**config.mk**
```make
export PLATFORM = sky130hd
export DESIGN_NAME = grid_segment_voxel_walk_unit_flat
export DESIGN_NICKNAME = d
export VERILOG_FILES = /design/src/sv/gsvw_pkg.sv /design/src/sv/gsvw_seg_if.sv /design/src/sv/gsvw_vox_if.sv /design/src/sv/gsvw_div.sv /design/src/sv/gsvw_mul.sv /design/src/sv/gsvw_ctrl.sv /design/src/sv/gsvw_dp.sv /design/src/sv/grid_segment_voxel_walk_unit.sv /design/src/flat_wrapper.sv
export SDC_FILE = /design/constraint.sdc
export NUM_CORES = 2
export LEC_CHECK = 0
export ABC_AREA = 1
export BUFFER_PORTS_ARGS = -buffer_cell sky130_fd_sc_hd__buf_2
export CAP_MARGIN = 20
export CORE_UTILIZATION = 50
export CTS_BUF_LIST = sky130_fd_sc_hd__clkbuf_4
export DETAILED_ROUTE_END_ITERATION = 7
export PLACE_DENSITY = 0.66
export SKIP_LAST_GASP = 1
export SLEW_MARGIN = 0
export SYNTH_ARGS = -nofsm -noshare
export SYNTH_HDL_FRONTEND = slang
export SYNTH_SLANG_ARGS = --single-unit
```
**constraint.sdc**
```tcl
create_clock -name clk -period 23.2 [get_ports clk]
set_input_delay 2.32 -clock clk [delete_from_list [all_inputs] [get_ports clk]]
set_output_delay 2.32 -clock clk [all_outputs]
set_load 0.01 [all_outputs]
```
**src/sv/gsvw_pkg.sv**
```systemverilog
package gsvw_pkg;

    localparam int MAX_GRID_DIM    = 16;
    localparam int COORD_FRAC_BITS = 16;
    localparam int CLIP_FRAC       = 30;
    localparam int T_FRAC          = 32;
    localparam int MAX_RESULTS     = 3 * MAX_GRID_DIM - 2;

    localparam int IDX_W  = 5;
    localparam int NUM_W  = 37;
    localparam int DEN_W  = 36;
    localparam int Q_W    = 48;
    localparam int FRAC_W = 6;
    localparam int CNT_W  = 7;

    localparam logic [30:0]    CLIP_ONE   = 31'(64'd1 << CLIP_FRAC);
    localparam logic [Q_W-1:0] T_MAX      = '1;
    localparam logic [30:0]    CELL_RESET = 31'(64'd1 << COORD_FRAC_BITS);

    localparam logic [1:0] DIR_NONE  = 2'd0;
    localparam logic [1:0] DIR_PLUS  = 2'd1;
    localparam logic [1:0] DIR_MINUS = 2'd3;

    localparam logic [2:0] CFG_CELL_X = 3'd0;
    localparam logic [2:0] CFG_CELL_Y = 3'd1;
    localparam logic [2:0] CFG_CELL_Z = 3'd2;
    localparam logic [2:0] CFG_WIDTH  = 3'd3;
    localparam logic [2:0] CFG_HEIGHT = 3'd4;
    localparam logic [2:0] CFG_DEPTH  = 3'd5;

    localparam logic [2:0] DIV_NIN  = 3'd0;
    localparam logic [2:0] DIV_NOUT = 3'd1;
    localparam logic [2:0] DIV_P1   = 3'd2;
    localparam logic [2:0] DIV_P2   = 3'd3;
    localparam logic [2:0] DIV_NUM  = 3'd4;
    localparam logic [2:0] DIV_CELL = 3'd5;

    localparam logic MUL_TEN = 1'b0;
    localparam logic MUL_TEX = 1'b1;

    localparam logic [3:0] WR_NONE = 4'd0;
    localparam logic [3:0] WR_TEN  = 4'd1;
    localparam logic [3:0] WR_TEX  = 4'd2;
    localparam logic [3:0] WR_P1   = 4'd3;
    localparam logic [3:0] WR_P2   = 4'd4;
    localparam logic [3:0] WR_IDX1 = 4'd5;
    localparam logic [3:0] WR_IDX2 = 4'd6;
    localparam logic [3:0] WR_DIR  = 4'd7;
    localparam logic [3:0] WR_NBT  = 4'd8;
    localparam logic [3:0] WR_BDT  = 4'd9;

    typedef struct packed {
        logic       load;
        logic [1:0] axis;
        logic       div_start;
        logic [2:0] div_sel;
        logic       mul_start;
        logic       mul_sel;
        logic [3:0] wr;
        logic       walk;
        logic       finish;
    } cmd_t;

    typedef struct packed {
        logic d_zero;
        logic in_box;
        logic nout_neg;
        logic nin_pos;
        logic t_bad;
        logic p_eq;
        logic div_done;
        logic mul_done;
        logic walk_end;
        logic out_free;
    } stat_t;

endpackage

```
**src/sv/gsvw_seg_if.sv**
```systemverilog
interface gsvw_seg_if;
    logic               valid;
    logic               ready;
    logic signed [31:0] start_x;
    logic signed [31:0] start_y;
    logic signed [31:0] start_z;
    logic signed [31:0] end_x;
    logic signed [31:0] end_y;
    logic signed [31:0] end_z;

    modport source (output valid, start_x, start_y, start_z, end_x, end_y, end_z,
                    input ready);
    modport sink (input valid, start_x, start_y, start_z, end_x, end_y, end_z,
                  output ready);
endinterface

```
**src/sv/gsvw_vox_if.sv**
```systemverilog
interface gsvw_vox_if;
    logic       valid;
    logic       ready;
    logic [3:0] cell_i;
    logic [3:0] cell_j;
    logic [3:0] cell_k;
    logic       hit;
    logic       last;

    modport source (output valid, cell_i, cell_j, cell_k, hit, last, input ready);
    modport sink (input valid, cell_i, cell_j, cell_k, hit, last, output ready);
endinterface

```
**src/sv/gsvw_div.sv**
```systemverilog
module gsvw_div import gsvw_pkg::*;
(
    input  logic             clk,
    input  logic             rst_n,
    input  logic             start,
    input  logic [NUM_W-1:0] num,
    input  logic [DEN_W-1:0] den,
    input  logic [FRAC_W-1:0] frac,
    input  logic [Q_W-1:0]   cap,
    output logic [Q_W-1:0]   q,
    output logic [DEN_W-1:0] rem,
    output logic             done
);

    logic [NUM_W-1:0] n_reg;
    logic [DEN_W-1:0] r_reg;
    logic [DEN_W-1:0] den_reg;
    logic [Q_W-1:0]   q_reg;
    logic [Q_W-1:0]   cap_reg;
    logic             ovf_reg;
    logic [CNT_W-1:0] cnt_reg;
    logic             busy_reg;
    logic             done_reg;

    logic [DEN_W:0]   trial;
    logic [DEN_W:0]   diff;
    logic             ge;
    logic [DEN_W-1:0] r_next;

    // one quotient bit per cycle: restoring step
    assign trial  = {r_reg, n_reg[NUM_W-1]};
    assign diff   = trial - {1'b0, den_reg};
    assign ge     = trial >= {1'b0, den_reg};
    assign r_next = ge ? diff[DEN_W-1:0] : trial[DEN_W-1:0];

    always_ff @(posedge clk or negedge rst_n)
    begin
        if (!rst_n)
        begin
            busy_reg <= 1'b0;
            done_reg <= 1'b0;
            cnt_reg  <= '0;
        end
        else
        begin
            done_reg <= 1'b0;
            if (start)
            begin
                busy_reg <= 1'b1;
                cnt_reg  <= CNT_W'(NUM_W) + CNT_W'(frac);
            end
            else if (busy_reg)
            begin
                cnt_reg <= cnt_reg - 1'b1;
                if (cnt_reg == CNT_W'(1))
                begin
                    busy_reg <= 1'b0;
                    done_reg <= 1'b1;
                end
            end
        end
    end

    always_ff @(posedge clk)
    begin
        if (start)
        begin
            n_reg   <= num;
            r_reg   <= '0;
            den_reg <= den;
            q_reg   <= '0;
            cap_reg <= cap;
            ovf_reg <= 1'b0;
        end
        else if (busy_reg)
        begin
            n_reg   <= {n_reg[NUM_W-2:0], 1'b0};
            r_reg   <= r_next;
            q_reg   <= {q_reg[Q_W-2:0], ge};
            ovf_reg <= ovf_reg | q_reg[Q_W-1];
        end
    end

    // saturate at the cap
    assign q    = (ovf_reg || (q_reg > cap_reg)) ? cap_reg : q_reg;
    assign rem  = r_reg;
    assign done = done_reg;

endmodule

```
**src/sv/gsvw_mul.sv**
```systemverilog
module gsvw_mul import gsvw_pkg::*;
(
    input  logic        clk,
    input  logic        rst_n,
    input  logic        start,
    input  logic [32:0] a,
    input  logic [30:0] b,
    output logic [33:0] prod_hi,
    output logic        done
);

    logic [63:0] prod_reg;
    logic [32:0] a_reg;
    logic [4:0]  cnt_reg;
    logic        busy_reg;
    logic        done_reg;
    logic [33:0] upper;

    // shift-add, one multiplier bit per cycle, LSB first
    assign upper = {1'b0, prod_reg[63:31]} + (prod_reg[0] ? {1'b0, a_reg} : 34'd0);

    always_ff @(posedge clk or negedge rst_n)
    begin
        if (!rst_n)
        begin
            busy_reg <= 1'b0;
            done_reg <= 1'b0;
            cnt_reg  <= '0;
        end
        else
        begin
            done_reg <= 1'b0;
            if (start)
            begin
                busy_reg <= 1'b1;
                cnt_reg  <= 5'd31;
            end
            else if (busy_reg)
            begin
                cnt_reg <= cnt_reg - 1'b1;
                if (cnt_reg == 5'd1)
                begin
                    busy_reg <= 1'b0;
                    done_reg <= 1'b1;
                end
            end
        end
    end

    always_ff @(posedge clk)
    begin
        if (start)
        begin
            prod_reg <= {33'd0, b};
            a_reg    <= a;
        end
        else if (busy_reg)
        begin
            prod_reg <= {upper, prod_reg[30:1]};
        end
    end

    assign prod_hi = prod_reg[63:CLIP_FRAC];
    assign done    = done_reg;

endmodule

```
**src/sv/gsvw_ctrl.sv**
```systemverilog
module gsvw_ctrl import gsvw_pkg::*;
(
    input  logic  clk,
    input  logic  rst_n,
    input  logic  seg_valid,
    output logic  seg_ready,
    input  stat_t st,
    output cmd_t  cmd
);

    localparam logic [3:0] S_IDLE     = 4'd0;
    localparam logic [3:0] S_CLIP_CHK = 4'd1;
    localparam logic [3:0] S_CLIP_A   = 4'd2;
    localparam logic [3:0] S_CLIP_B   = 4'd3;
    localparam logic [3:0] S_CLIP_END = 4'd4;
    localparam logic [3:0] S_SETUP    = 4'd5;
    localparam logic [3:0] S_P1       = 4'd6;
    localparam logic [3:0] S_P2       = 4'd7;
    localparam logic [3:0] S_IDX1     = 4'd8;
    localparam logic [3:0] S_IDX2     = 4'd9;
    localparam logic [3:0] S_DIR      = 4'd10;
    localparam logic [3:0] S_NBT      = 4'd11;
    localparam logic [3:0] S_BDT      = 4'd12;
    localparam logic [3:0] S_WALK     = 4'd13;
    localparam logic [3:0] S_FINISH   = 4'd14;

    logic [3:0] state_reg, state_next;
    logic [1:0] axis_reg, axis_next;
    logic       last_axis;

    assign last_axis = (axis_reg == 2'd2);

    always_comb
    begin
        state_next = state_reg;
        axis_next  = axis_reg;
        cmd        = '0;
        cmd.axis   = axis_reg;
        seg_ready  = 1'b0;
        unique case (state_reg)
            S_IDLE:
            begin
                seg_ready = 1'b1;
                if (seg_valid)
                begin
                    cmd.load   = 1'b1;
                    axis_next  = 2'd0;
                    state_next = S_CLIP_CHK;
                end
            end
            S_CLIP_CHK:
            begin
                if (st.d_zero)
                begin
                    if (!st.in_box)
                        state_next = S_FINISH;
                    else if (last_axis)
                        state_next = S_CLIP_END;
                    else
                        axis_next = axis_reg + 2'd1;
                end
                else if (st.nout_neg)
                    state_next = S_FINISH;
                else if (st.nin_pos)
                begin
                    cmd.div_start = 1'b1;
                    cmd.div_sel   = DIV_NIN;
                    state_next    = S_CLIP_A;
                end
                else
                begin
                    cmd.div_start = 1'b1;
                    cmd.div_sel   = DIV_NOUT;
                    state_next    = S_CLIP_B;
                end
            end
            S_CLIP_A:
            begin
                if (st.div_done)
                begin
                    cmd.wr        = WR_TEN;
                    cmd.div_start = 1'b1;
                    cmd.div_sel   = DIV_NOUT;
                    state_next    = S_CLIP_B;
                end
            end
            S_CLIP_B:
            begin
                if (st.div_done)
                begin
                    cmd.wr = WR_TEX;
                    if (last_axis)
                        state_next = S_CLIP_END;
                    else
                    begin
                        axis_next  = axis_reg + 2'd1;
                        state_next = S_CLIP_CHK;
                    end
                end
            end
            S_CLIP_END:
            begin
                if (st.t_bad)
                    state_next = S_FINISH;
                else
                begin
                    axis_next  = 2'd0;
                    state_next = S_SETUP;
                end
            end
            S_SETUP:
            begin
                cmd.mul_start = 1'b1;
                cmd.mul_sel   = MUL_TEN;
                state_next    = S_P1;
            end
            S_P1:
            begin
                if (st.mul_done)
                begin
                    cmd.wr        = WR_P1;
                    cmd.mul_start = 1'b1;
                    cmd.mul_sel   = MUL_TEX;
                    state_next    = S_P2;
                end
            end
            S_P2:
            begin
                if (st.mul_done)
                begin
                    cmd.wr        = WR_P2;
                    cmd.div_start = 1'b1;
                    cmd.div_sel   = DIV_P1;
                    state_next    = S_IDX1;
                end
            end
            S_IDX1:
            begin
                if (st.div_done)
                begin
                    cmd.wr        = WR_IDX1;
                    cmd.div_start = 1'b1;
                    cmd.div_sel   = DIV_P2;
                    state_next    = S_IDX2;
                end
            end
            S_IDX2:
            begin
                if (st.div_done)
                begin
                    cmd.wr     = WR_IDX2;
                    state_next = S_DIR;
                end
            end
            S_DIR:
            begin
                cmd.wr = WR_DIR;
                if (st.p_eq)
                begin
                    if (last_axis)
                        state_next = S_WALK;
                    else
                    begin
                        axis_next  = axis_reg + 2'd1;
                        state_next = S_SETUP;
                    end
                end
                else
                begin
                    cmd.div_start = 1'b1;
                    cmd.div_sel   = DIV_NUM;
                    state_next    = S_NBT;
                end
            end
            S_NBT:
            begin
                if (st.div_done)
                begin
                    cmd.wr        = WR_NBT;
                    cmd.div_start = 1'b1;
                    cmd.div_sel   = DIV_CELL;
                    state_next    = S_BDT;
                end
            end
            S_BDT:
            begin
                if (st.div_done)
                begin
                    cmd.wr = WR_BDT;
                    if (last_axis)
                        state_next = S_WALK;
                    else
                    begin
                        axis_next  = axis_reg + 2'd1;
                        state_next = S_SETUP;
                    end
                end
            end
            S_WALK:
            begin
                cmd.walk = 1'b1;
                if (st.walk_end)
                    state_next = S_FINISH;
            end
            S_FINISH:
            begin
                cmd.finish = 1'b1;
                if (st.out_free)
                    state_next = S_IDLE;
            end
            default:
            begin
                state_next = S_IDLE;
            end
        endcase
    end

    always_ff @(posedge clk or negedge rst_n)
    begin
        if (!rst_n)
        begin
            state_reg <= S_IDLE;
            axis_reg  <= 2'd0;
        end
        else
        begin
            state_reg <= state_next;
            axis_reg  <= axis_next;
        end
    end

endmodule

```
**src/sv/gsvw_dp.sv**
```systemverilog
module gsvw_dp import gsvw_pkg::*;
(
    input  logic               clk,
    input  logic               rst_n,
    input  logic               cfg_we,
    input  logic [2:0]         cfg_index,
    input  logic [30:0]        cfg_data,
    input  logic signed [31:0] start_x,
    input  logic signed [31:0] start_y,
    input  logic signed [31:0] start_z,
    input  logic signed [31:0] end_x,
    input  logic signed [31:0] end_y,
    input  logic signed [31:0] end_z,
    input  cmd_t               cmd,
    output stat_t              st,
    output logic               out_valid,
    input  logic               out_ready,
    output logic [3:0]         cell_i,
    output logic [3:0]         cell_j,
    output logic [3:0]         cell_k,
    output logic               hit,
    output logic               last
);

    // configuration
    logic [30:0]      cs_reg [3];
    logic [IDX_W-1:0] gd_reg [3];
    logic [30:0]      cell_eff [3];
    logic [IDX_W-1:0] dim_eff [3];

    // segment and clip state
    logic signed [31:0] s_reg [3];
    logic signed [31:0] e_reg [3];
    logic [DEN_W-1:0]   box_reg [3];
    logic [30:0]        ten_reg, tex_reg;
    logic [DEN_W-1:0]   p1_reg, p2_reg;
    logic [30:0]        rem_reg;

    // walk state
    logic [IDX_W-1:0] widx_reg [3];
    logic [IDX_W-1:0] eidx_reg [3];
    logic [1:0]       dir_reg [3];
    logic [Q_W-1:0]   nbt_reg [3];
    logic [Q_W-1:0]   bdt_reg [3];
    logic [5:0]       count_reg;
    logic             pend_valid_reg;
    logic [3:0]       pend_i_reg, pend_j_reg, pend_k_reg;

    // output register
    logic       out_valid_reg, out_valid_next;
    logic [3:0] out_i_reg, out_j_reg, out_k_reg;
    logic       out_hit_reg, out_last_reg;

    // per-axis operands
    logic [1:0]         ax;
    logic signed [31:0] s_sel, e_sel;
    logic [DEN_W-1:0]   box_sel;
    logic [30:0]        cell_sel;
    logic signed [32:0] d_sel;
    logic               d_neg;
    logic [32:0]        dmag;
    logic signed [37:0] s38, box38, nin, nout, pt, m38;
    logic [DEN_W-1:0]   pt_clamp;
    logic [DEN_W-1:0]   span;
    logic               p_up;

    // shared units
    logic [NUM_W-1:0]  div_num;
    logic [DEN_W-1:0]  div_den;
    logic [FRAC_W-1:0] div_frac;
    logic [Q_W-1:0]    div_cap;
    logic [Q_W-1:0]    div_q;
    logic [DEN_W-1:0]  div_rem;
    logic              div_done;
    logic [33:0]       mul_hi;
    logic              mul_done;

    // walk step
    logic [Q_W:0]   key [3];
    logic [1:0]     ax_w;
    logic           done_w;
    logic           in_grid, emit, stall, walk_go;
    logic [Q_W:0]   t_sum;
    logic [Q_W-1:0] t_sat;

    // output push
    logic       out_free, push, push_hit, push_last;
    logic [3:0] push_i, push_j, push_k;

    always_comb
    begin
        for (int a = 0; a < 3; a++)
        begin
            cell_eff[a] = (cs_reg[a] == 31'd0) ? 31'd1 : cs_reg[a];
            if (gd_reg[a] == '0)
                dim_eff[a] = IDX_W'(1);
            else if (gd_reg[a] > IDX_W'(MAX_GRID_DIM))
                dim_eff[a] = IDX_W'(MAX_GRID_DIM);
            else
                dim_eff[a] = gd_reg[a];
        end
    end

    assign ax       = cmd.axis;
    assign s_sel    = s_reg[ax];
    assign e_sel    = e_reg[ax];
    assign box_sel  = box_reg[ax];
    assign cell_sel = cell_eff[ax];

    assign d_sel = $signed({e_sel[31], e_sel}) - $signed({s_sel[31], s_sel});
    assign d_neg = d_sel[32];
    assign dmag  = d_neg ? 33'(-d_sel) : 33'(d_sel);
    assign s38   = $signed({{6{s_sel[31]}}, s_sel});
    assign box38 = $signed({2'b00, box_sel});
    assign nin   = d_neg ? (s38 - box38) : -s38;
    assign nout  = d_neg ? s38 : (box38 - s38);

    // clipped point: start plus truncated d*t, clamped into the box
    assign m38 = $signed({4'b0000, mul_hi});
    assign pt  = d_neg ? (s38 - m38) : (s38 + m38);
    always_comb
    begin
        if (pt < 0)
            pt_clamp = '0;
        else if (pt > box38)
            pt_clamp = box_sel;
        else
            pt_clamp = pt[DEN_W-1:0];
    end

    assign p_up = p1_reg < p2_reg;
    assign span = p_up ? (p2_reg - p1_reg) : (p1_reg - p2_reg);

    always_comb
    begin
        unique case (cmd.div_sel)
            DIV_NIN:
            begin
                div_num  = nin[NUM_W-1:0];
                div_den  = DEN_W'(dmag);
                div_frac = FRAC_W'(CLIP_FRAC);
                div_cap  = Q_W'(CLIP_ONE) + Q_W'(1);
            end
            DIV_NOUT:
            begin
                div_num  = nout[NUM_W-1:0];
                div_den  = DEN_W'(dmag);
                div_frac = FRAC_W'(CLIP_FRAC);
                div_cap  = Q_W'(CLIP_ONE);
            end
            DIV_P1:
            begin
                div_num  = NUM_W'(p1_reg);
                div_den  = DEN_W'(cell_sel);
                div_frac = '0;
                div_cap  = T_MAX;
            end
            DIV_P2:
            begin
                div_num  = NUM_W'(p2_reg);
                div_den  = DEN_W'(cell_sel);
                div_frac = '0;
                div_cap  = T_MAX;
            end
            DIV_NUM:
            begin
                div_num  = p_up ? NUM_W'(cell_sel - rem_reg) : NUM_W'(rem_reg);
                div_den  = span;
                div_frac = FRAC_W'(T_FRAC);
                div_cap  = T_MAX;
            end
            DIV_CELL:
            begin
                div_num  = NUM_W'(cell_sel);
                div_den  = span;
                div_frac = FRAC_W'(T_FRAC);
                div_cap  = T_MAX;
            end
            default:
            begin
                div_num  = '0;
                div_den  = '0;
                div_frac = '0;
                div_cap  = '0;
            end
        endcase
    end

    gsvw_div u_div
    (
        .clk   (clk),
        .rst_n (rst_n),
        .start (cmd.div_start),
        .num   (div_num),
        .den   (div_den),
        .frac  (div_frac),
        .cap   (div_cap),
        .q     (div_q),
        .rem   (div_rem),
        .done  (div_done)
    );

    gsvw_mul u_mul
    (
        .clk     (clk),
        .rst_n   (rst_n),
        .start   (cmd.mul_start),
        .a       (dmag),
        .b       ((cmd.mul_sel == MUL_TEX) ? tex_reg : ten_reg),
        .prod_hi (mul_hi),
        .done    (mul_done)
    );

    // walk: a still axis counts as infinitely far; ties go x, y, z
    always_comb
    begin
        for (int a = 0; a < 3; a++)
            key[a] = (dir_reg[a] == DIR_NONE) ? {1'b1, {Q_W{1'b0}}} : {1'b0, nbt_reg[a]};
    end

    always_comb
    begin
        if ((key[0] <= key[1]) && (key[0] <= key[2]))
            ax_w = 2'd0;
        else if (key[1] <= key[2])
            ax_w = 2'd1;
        else
            ax_w = 2'd2;
    end

    assign done_w  = widx_reg[ax_w] == eidx_reg[ax_w];
    assign t_sum   = {1'b0, nbt_reg[ax_w]} + {1'b0, bdt_reg[ax_w]};
    assign t_sat   = t_sum[Q_W] ? T_MAX : t_sum[Q_W-1:0];
    assign in_grid = (widx_reg[0] < dim_eff[0]) && (widx_reg[1] < dim_eff[1]) &&
                     (widx_reg[2] < dim_eff[2]);
    assign emit    = in_grid && (count_reg < 6'(MAX_RESULTS));
    assign out_free = !out_valid_reg || out_ready;
    // hold one cell back so the final one can carry last
    assign stall   = cmd.walk && emit && pend_valid_reg && !out_free;
    assign walk_go = cmd.walk && !stall;

    always_comb
    begin
        push      = 1'b0;
        push_i    = pend_i_reg;
        push_j    = pend_j_reg;
        push_k    = pend_k_reg;
        push_hit  = 1'b1;
        push_last = 1'b0;
        if (walk_go && emit && pend_valid_reg)
            push = 1'b1;
        else if (cmd.finish && out_free)
        begin
            push      = 1'b1;
            push_last = 1'b1;
            push_hit  = pend_valid_reg;
            if (!pend_valid_reg)
            begin
                push_i = '0;
                push_j = '0;
                push_k = '0;
            end
        end
    end

    always_comb
    begin
        if (push)
            out_valid_next = 1'b1;
        else if (out_ready)
            out_valid_next = 1'b0;
        else
            out_valid_next = out_valid_reg;
    end

    always_ff @(posedge clk or negedge rst_n)
    begin
        if (!rst_n)
        begin
            cs_reg[0]      <= CELL_RESET;
            cs_reg[1]      <= CELL_RESET;
            cs_reg[2]      <= CELL_RESET;
            gd_reg[0]      <= IDX_W'(1);
            gd_reg[1]      <= IDX_W'(1);
            gd_reg[2]      <= IDX_W'(1);
            out_valid_reg  <= 1'b0;
            pend_valid_reg <= 1'b0;
            count_reg      <= '0;
        end
        else
        begin
            if (cfg_we)
            begin
                unique case (cfg_index)
                    CFG_CELL_X: cs_reg[0] <= cfg_data;
                    CFG_CELL_Y: cs_reg[1] <= cfg_data;
                    CFG_CELL_Z: cs_reg[2] <= cfg_data;
                    CFG_WIDTH:  gd_reg[0] <= cfg_data[IDX_W-1:0];
                    CFG_HEIGHT: gd_reg[1] <= cfg_data[IDX_W-1:0];
                    CFG_DEPTH:  gd_reg[2] <= cfg_data[IDX_W-1:0];
                    default:    ;
                endcase
            end
            out_valid_reg <= out_valid_next;
            if (cmd.load)
            begin
                pend_valid_reg <= 1'b0;
                count_reg      <= '0;
            end
            else if (walk_go && emit)
            begin
                pend_valid_reg <= 1'b1;
                count_reg      <= count_reg + 6'd1;
            end
        end
    end

    always_ff @(posedge clk)
    begin
        if (cmd.load)
        begin
            s_reg[0] <= start_x;
            s_reg[1] <= start_y;
            s_reg[2] <= start_z;
            e_reg[0] <= end_x;
            e_reg[1] <= end_y;
            e_reg[2] <= end_z;
            for (int a = 0; a < 3; a++)
                box_reg[a] <= DEN_W'(cell_eff[a]) * DEN_W'(dim_eff[a]);
            ten_reg <= '0;
            tex_reg <= CLIP_ONE;
        end

        unique case (cmd.wr)
            WR_TEN:
            begin
                if (div_q[30:0] > ten_reg)
                    ten_reg <= div_q[30:0];
            end
            WR_TEX:
            begin
                if (div_q[30:0] < tex_reg)
                    tex_reg <= div_q[30:0];
            end
            WR_P1:   p1_reg <= pt_clamp;
            WR_P2:   p2_reg <= pt_clamp;
            WR_IDX1:
            begin
                widx_reg[ax] <= div_q[IDX_W-1:0];
                rem_reg      <= div_rem[30:0];
            end
            WR_IDX2: eidx_reg[ax] <= div_q[IDX_W-1:0];
            WR_DIR:
            begin
                if (p_up)
                    dir_reg[ax] <= DIR_PLUS;
                else if (p1_reg > p2_reg)
                    dir_reg[ax] <= DIR_MINUS;
                else
                    dir_reg[ax] <= DIR_NONE;
                nbt_reg[ax] <= '0;
                bdt_reg[ax] <= '0;
            end
            WR_NBT:  nbt_reg[ax] <= div_q;
            WR_BDT:  bdt_reg[ax] <= div_q;
            default: ;
        endcase

        // advance along the nearest boundary
        if (walk_go && !done_w)
        begin
            nbt_reg[ax_w] <= t_sat;
            if (dir_reg[ax_w] == DIR_PLUS)
                widx_reg[ax_w] <= widx_reg[ax_w] + IDX_W'(1);
            else
                widx_reg[ax_w] <= widx_reg[ax_w] - IDX_W'(1);
        end

        if (walk_go && emit)
        begin
            pend_i_reg <= widx_reg[0][3:0];
            pend_j_reg <= widx_reg[1][3:0];
            pend_k_reg <= widx_reg[2][3:0];
        end

        if (push)
        begin
            out_i_reg    <= push_i;
            out_j_reg    <= push_j;
            out_k_reg    <= push_k;
            out_hit_reg  <= push_hit;
            out_last_reg <= push_last;
        end
    end

    assign st.d_zero   = (d_sel == 33'sd0);
    assign st.in_box   = !s_sel[31] && (s38 <= box38);
    assign st.nout_neg = nout[37];
    assign st.nin_pos  = !nin[37] && (nin != 38'sd0);
    assign st.t_bad    = ten_reg > tex_reg;
    assign st.p_eq     = p1_reg == p2_reg;
    assign st.div_done = div_done;
    assign st.mul_done = mul_done;
    assign st.walk_end = walk_go && done_w;
    assign st.out_free = out_free;

    assign out_valid = out_valid_reg;
    assign cell_i    = out_i_reg;
    assign cell_j    = out_j_reg;
    assign cell_k    = out_k_reg;
    assign hit       = out_hit_reg;
    assign last      = out_last_reg;

endmodule

```
**src/sv/grid_segment_voxel_walk_unit.sv**
```systemverilog
// Segment voxel walk: accepts one 3D segment (signed Q16.16, grid-local) per transfer on
// seg and returns, in walk order, every in-grid cell it crosses on voxel, the final
// transfer of a segment flagged with last; a segment that misses the grid, or whose walk
// touches no in-grid cell, returns a single transfer with hit low and last high. The
// segment is first clipped against the box [0, cell_size*dim] on each axis, then walked
// Amanatides-Woo style with ties resolved x, then y, then z; at most 46 cells come back
// per segment. One segment is in flight at a time: seg.ready is high only while the unit
// is idle. Clipping and per-axis walk setup share one restoring divider and one shift-add
// multiplier; the walk then takes one cycle per visited cell, plus any cycles voxel.ready
// is held low. Write the cell size and grid dimension registers only while no segment is
// in flight; a cell size of zero acts as one lsb and a grid dimension of zero or above 16
// is clamped into 1..16.
module grid_segment_voxel_walk_unit import gsvw_pkg::*;
(
    input  logic        clk,
    input  logic        rst_n,
    input  logic        cfg_we,
    input  logic [2:0]  cfg_index,
    input  logic [30:0] cfg_data,
    gsvw_seg_if.sink    seg,
    gsvw_vox_if.source  voxel
);

    cmd_t  cmd;
    stat_t st;

    // sequencing: clip, per-axis setup, walk, final transfer
    gsvw_ctrl u_ctrl
    (
        .clk       (clk),
        .rst_n     (rst_n),
        .seg_valid (seg.valid),
        .seg_ready (seg.ready),
        .st        (st),
        .cmd       (cmd)
    );

    // arithmetic, walk state and the output register
    gsvw_dp u_dp
    (
        .clk       (clk),
        .rst_n     (rst_n),
        .cfg_we    (cfg_we),
        .cfg_index (cfg_index),
        .cfg_data  (cfg_data),
        .start_x   (seg.start_x),
        .start_y   (seg.start_y),
        .start_z   (seg.start_z),
        .end_x     (seg.end_x),
        .end_y     (seg.end_y),
        .end_z     (seg.end_z),
        .cmd       (cmd),
        .st        (st),
        .out_valid (voxel.valid),
        .out_ready (voxel.ready),
        .cell_i    (voxel.cell_i),
        .cell_j    (voxel.cell_j),
        .cell_k    (voxel.cell_k),
        .hit       (voxel.hit),
        .last      (voxel.last)
    );

    // a segment is taken only from idle, so ready drops right after a transfer
    a_one_in_flight: assert property (@(posedge clk) disable iff (!rst_n)
        (seg.valid && seg.ready) |=> !seg.ready)
        else $error("segment accepted while another is in flight");

    // a miss is always the closing transfer
    a_miss_is_last: assert property (@(posedge clk) disable iff (!rst_n)
        (voxel.valid && !voxel.hit) |-> voxel.last)
        else $error("miss result without last");

    // returning to idle leaves the closing result in the output register
    a_idle_after_last: assert property (@(posedge clk) disable iff (!rst_n)
        $rose(seg.ready) |-> (voxel.valid && voxel.last))
        else $error("unit idle without a closing result");

endmodule
```
**src/flat_wrapper.sv**
```systemverilog
// flat-port wrapper written by rule: the top's interface ports become plain ports
module grid_segment_voxel_walk_unit_flat import gsvw_pkg::*;
  (clk, rst_n, cfg_we, cfg_index, cfg_data, seg_valid, seg_start_x, seg_start_y, seg_start_z, seg_end_x, seg_end_y, seg_end_z, seg_ready, voxel_valid, voxel_cell_i, voxel_cell_j, voxel_cell_k, voxel_hit, voxel_last, voxel_ready);
  gsvw_seg_if seg_i ();
  gsvw_vox_if voxel_i ();
  input  logic clk;
  input  logic rst_n;
  input  logic cfg_we;
  input  logic [2:0] cfg_index;
  input  logic [30:0] cfg_data;
  input wire logic [$bits(seg_i.valid)-1:0] seg_valid;
  input wire logic [$bits(seg_i.start_x)-1:0] seg_start_x;
  input wire logic [$bits(seg_i.start_y)-1:0] seg_start_y;
  input wire logic [$bits(seg_i.start_z)-1:0] seg_start_z;
  input wire logic [$bits(seg_i.end_x)-1:0] seg_end_x;
  input wire logic [$bits(seg_i.end_y)-1:0] seg_end_y;
  input wire logic [$bits(seg_i.end_z)-1:0] seg_end_z;
  output wire logic [$bits(seg_i.ready)-1:0] seg_ready;
  output wire logic [$bits(voxel_i.valid)-1:0] voxel_valid;
  output wire logic [$bits(voxel_i.cell_i)-1:0] voxel_cell_i;
  output wire logic [$bits(voxel_i.cell_j)-1:0] voxel_cell_j;
  output wire logic [$bits(voxel_i.cell_k)-1:0] voxel_cell_k;
  output wire logic [$bits(voxel_i.hit)-1:0] voxel_hit;
  output wire logic [$bits(voxel_i.last)-1:0] voxel_last;
  input wire logic [$bits(voxel_i.ready)-1:0] voxel_ready;
  assign seg_i.valid = seg_valid;
  assign seg_i.start_x = seg_start_x;
  assign seg_i.start_y = seg_start_y;
  assign seg_i.start_z = seg_start_z;
  assign seg_i.end_x = seg_end_x;
  assign seg_i.end_y = seg_end_y;
  assign seg_i.end_z = seg_end_z;
  assign seg_ready = seg_i.ready;
  assign voxel_valid = voxel_i.valid;
  assign voxel_cell_i = voxel_i.cell_i;
  assign voxel_cell_j = voxel_i.cell_j;
  assign voxel_cell_k = voxel_i.cell_k;
  assign voxel_hit = voxel_i.hit;
  assign voxel_last = voxel_i.last;
  assign voxel_i.ready = voxel_ready;
  grid_segment_voxel_walk_unit u_core (.clk(clk), .rst_n(rst_n), .cfg_we(cfg_we), .cfg_index(cfg_index), .cfg_data(cfg_data), .seg(seg_i), .voxel(voxel_i));
endmodule
```
==> summary.txt <==
Finish
  – Final instance area: 0.104 sq mm
  – Register area: 0.0339 sq mm
  – # fillers: 18300
  – Area occupied by multi-input gates: 0.0535 sq mm
  – Layout area overhead: 8.98%
  – Nets: 13900
  – Final non-filler cell total: 15400
  – Fraction of layout cells with a size suffix above 1: 8.81%

Floorplan
  – Initial core utilization: 50.3%
  – I/O Pins: 247
  – Die ar.: 0.193 sq mm
  – Die boundary height: 439 um
  – Core Rows: 160
  – Width of the die: 439 um
  – Core ar.: 0.190 sq mm

Yosys
  – Syn Inst Count: 12200
  – Asr flop ratio synth: 11.4%
  – Flops & latches, synth: 1211
  – Synthesized cell area: 0.0957 sq mm
  – Cell taking the most area after synthesis: edfxtp_1
  – Largest cells by area after synthesis: edfxtp_1, ha_1, nand2_1
  – Synth top area share: 28.0%
  – Synth unique cells: 78
  – Top_reg_cell synth: edfxtp_1
  – Syn nets: 13600
  – EDFF count, synth: 893
  – Share of the yosys chip area belonging to registers: 35.4%
  – Total number of yosys warnings: 0
  – Average cell area after synthesis: 7.82 sq um

Timing
  – Final setup vio count: 0
  – Min Tclk post-route: 10.48 ns
  – Final Hold Viols: 0
  – Unrepaired setup endpoints after global routing: no
  – Slew Limit Headroom: 16.2%
  – Final setup TNS: 0 ns
  – Final WS setup: 12.72 ns
  – FMAX: 95.5 MHz
  – Final Cycle Share: 45.2%
  – Clock Skew: 0.184 ns
  – Slew @ Worst Pin: 1.25 ns
  – Final slew viol count: 0

Clocking
  – Root buffer cell: clkbuf_4
  – Total setup buffers inserted after CTS: 0
  – Clk_lat worst skew: 1.48 ns
  – Clock transition at path regs: 0.07 ns
  – Htree depth: 5
  – Post-CTS Resized: 0
  – CTS Hold Bufs: 0
  – Sinks on Clock Net: 1211
  – TritonCTS Buffers: 348
  – CTS tree: built
  – Longest Clk Path Bufs: 4

Flow run
  – Max Cap Viol: 0

Setup path
  – Crit-path max cell delay: 0.80 ns
  – Slowest CP cell: buf_4
  – CP max FO: 97
  – CP required: 24.29 ns
  – Critical Path AT: 11.56 ns
  – Crit Path Class: register to register
  – Worst setup SP type: register
  – Nature of the critical path endpoint: register
  – Worst path most repeated cell: nand2_1

Min path
  – Worst min-delay path class: register to register

Outcome
  – Outcome: finished clean

Placed design
  – Gpl congestion: 1.07
  – HPWL after DPL: 298000 um
  – Dpl ws: 13.03 ns
  – PortBufs: 246
  – Placed instance count: 14800
  – DP Area: 0.0997 sq mm

Drt
  – DRC viols: 0
  – Pre-Repair DR Iteration Count: 8
  – WL final: 377000 um
  – Routed Antenna Nets: 0
  – WL per Instance: 24.5 um
  – DR iter-0 viols: 10200
  – Vias per cell: 5.87
  – Via count: 90300

Global route
  – GRT Total Usage: 38.2%
  – M1 GR Usage: 52.9%
  – Met2 usage: 55.4%
  – Initial antenna violation count: 12
  – Met3 Resource Use GR: 9.88%
  – Aggregate global routing overflow: 0
  – Largest net degree at the start of global routing: 190
  – Global-route layer with the greatest usage: met2
  – First-pass GRT wire length: 548000 um
  – Vias in the first global route: 85300
## critical path, delay by kind of cell (launching register included)
family | cells | cell delay [ns]
AOI/OAI and AO/OA | 14 | 3.39
and+or+nand+nor | 18 | 2.15
buffers and inverters | 9 | 2.30
xor gates and xnor gates | 2 | 0.46
adders and majority gates | 4 | 1.37
DFF | 1 | 0.43
## Yosys cell counts (all sizes together), types with 132 or more instances
cell type,instances
clkbuf,260
xnor2,132
fa,272
inv,1812
nand4,134
edfxtp,893
dfxtp,180
nand3,440
xor2,252
nor2,1165
nand2,2800
o211ai,136
o21ai,913
o22ai,159
ha,842
a21oi,964
dfrtp,132
## per-stage QoR
stage | utilization, % | hold WS, ns
after floorplan | - | 0.426
after global placement | 52.3 | 0.476
after detailed placement | 52.4 | 0.482
after CTS | 54.7 | 0.455
after global routing | 54.8 | 0.490
final | 54.8 | 0.461
## final timing paths
kind | start | endpoint | slack (ns) | cells past startpoint
max | u_core.u_ctrl.axis_reg[1]$_DFFE_PN0P_ | u_core.u_dp.p1_reg[5]$_DFFE_PN_ | 12.72 | 47
min | u_core.u_dp.pend_i_reg[0]$_DFFE_PP_ | u_core.u_dp.cell_i[0]$_DFFE_PP_ | 0.46 | 2
max reg2reg | u_core.u_ctrl.axis_reg[1]$_DFFE_PN0P_ | u_core.u_dp.p1_reg[5]$_DFFE_PN_ | 12.72 | 47
min reg2reg | u_core.u_dp.pend_i_reg[0]$_DFFE_PP_ | u_core.u_dp.cell_i[0]$_DFFE_PP_ | 0.46 | 2
max in group asynchronous | rst_n | u_core.u_dp.gd_reg[6]$_DFFE_PN0P_ | 20.18 | 3
min in group asynchronous | rst_n | u_core.u_dp.u_mul.busy_reg$_DFF_PN0_ | 0.76 | 1
## cell usage in the layout, fill, tap and decap left out, types with 45 or more instances in the layout
cell type / count
buf_2: 246
nand3_1: 436
o221ai_1: 49
nor2_1: 1135
a21oi_1: 964
nor4_1: 53
o21ai_0: 858
dfrtp_1: 130
nand4_1: 134
dfxtp_1: 180
nor3_1: 80
o21ai_1: 54
o22ai_1: 159
inv_1: 1782
nand2_2: 50
nand2_1: 2748
clkinv_1: 67
xnor2_1: 132
o21a_1: 50
edfxtp_1: 893
o211ai_1: 136
a31oi_1: 45
xor2_1: 252
fa_1: 272
ha_1: 842
buf_4: 115
clkbuf_4: 523
or2_2: 63
## routing by layer
| layer | wire length [um] | share of wire (%) |
|---|---|---|
| met4 | 19800 | 5.2 |
| met5 | 79 | 0.021 |
| met2 | 157000 | 42 |
| met3 | 40900 | 11 |
| met1 | 159000 | 42 |
## cell type report
| cell class | instances | area share (%) |
|---|---|---|
| multi-input cells | 8835 | 51.3 |
| flip-flops and latches | 1211 | 32.5 |
| inverters | 1817 | 6.56 |
| clock buffers | 522 | 3.76 |
| well taps | 2511 | 3.01 |
| repair buffers | 383 | 2.35 |
| clock inverters | 91 | 0.470 |
| diodes | 16 | 0.0384 |
## kinds of logic (layout without fill, tap and decap cells)
family | after synthesis | after routing | synth area share (%)
adders and majority gates | 1114 | 1114 | 16.7
other | 1 | 17 | 0.00392
DFF | 1211 | 1211 | 35.4
buffers and inverters | 2191 | 2813 | 8.80
and+or+nand+nor | 4805 | 4805 | 20.7
xor gates and xnor gates | 384 | 384 | 3.52
AOI/OAI and AO/OA | 2525 | 2525 | 14.8
muxes | 6 | 6 | 0.0628
Power is not shown: default switching activity piles up to over one toggle a cycle in this logic, so the estimate is an artifact.
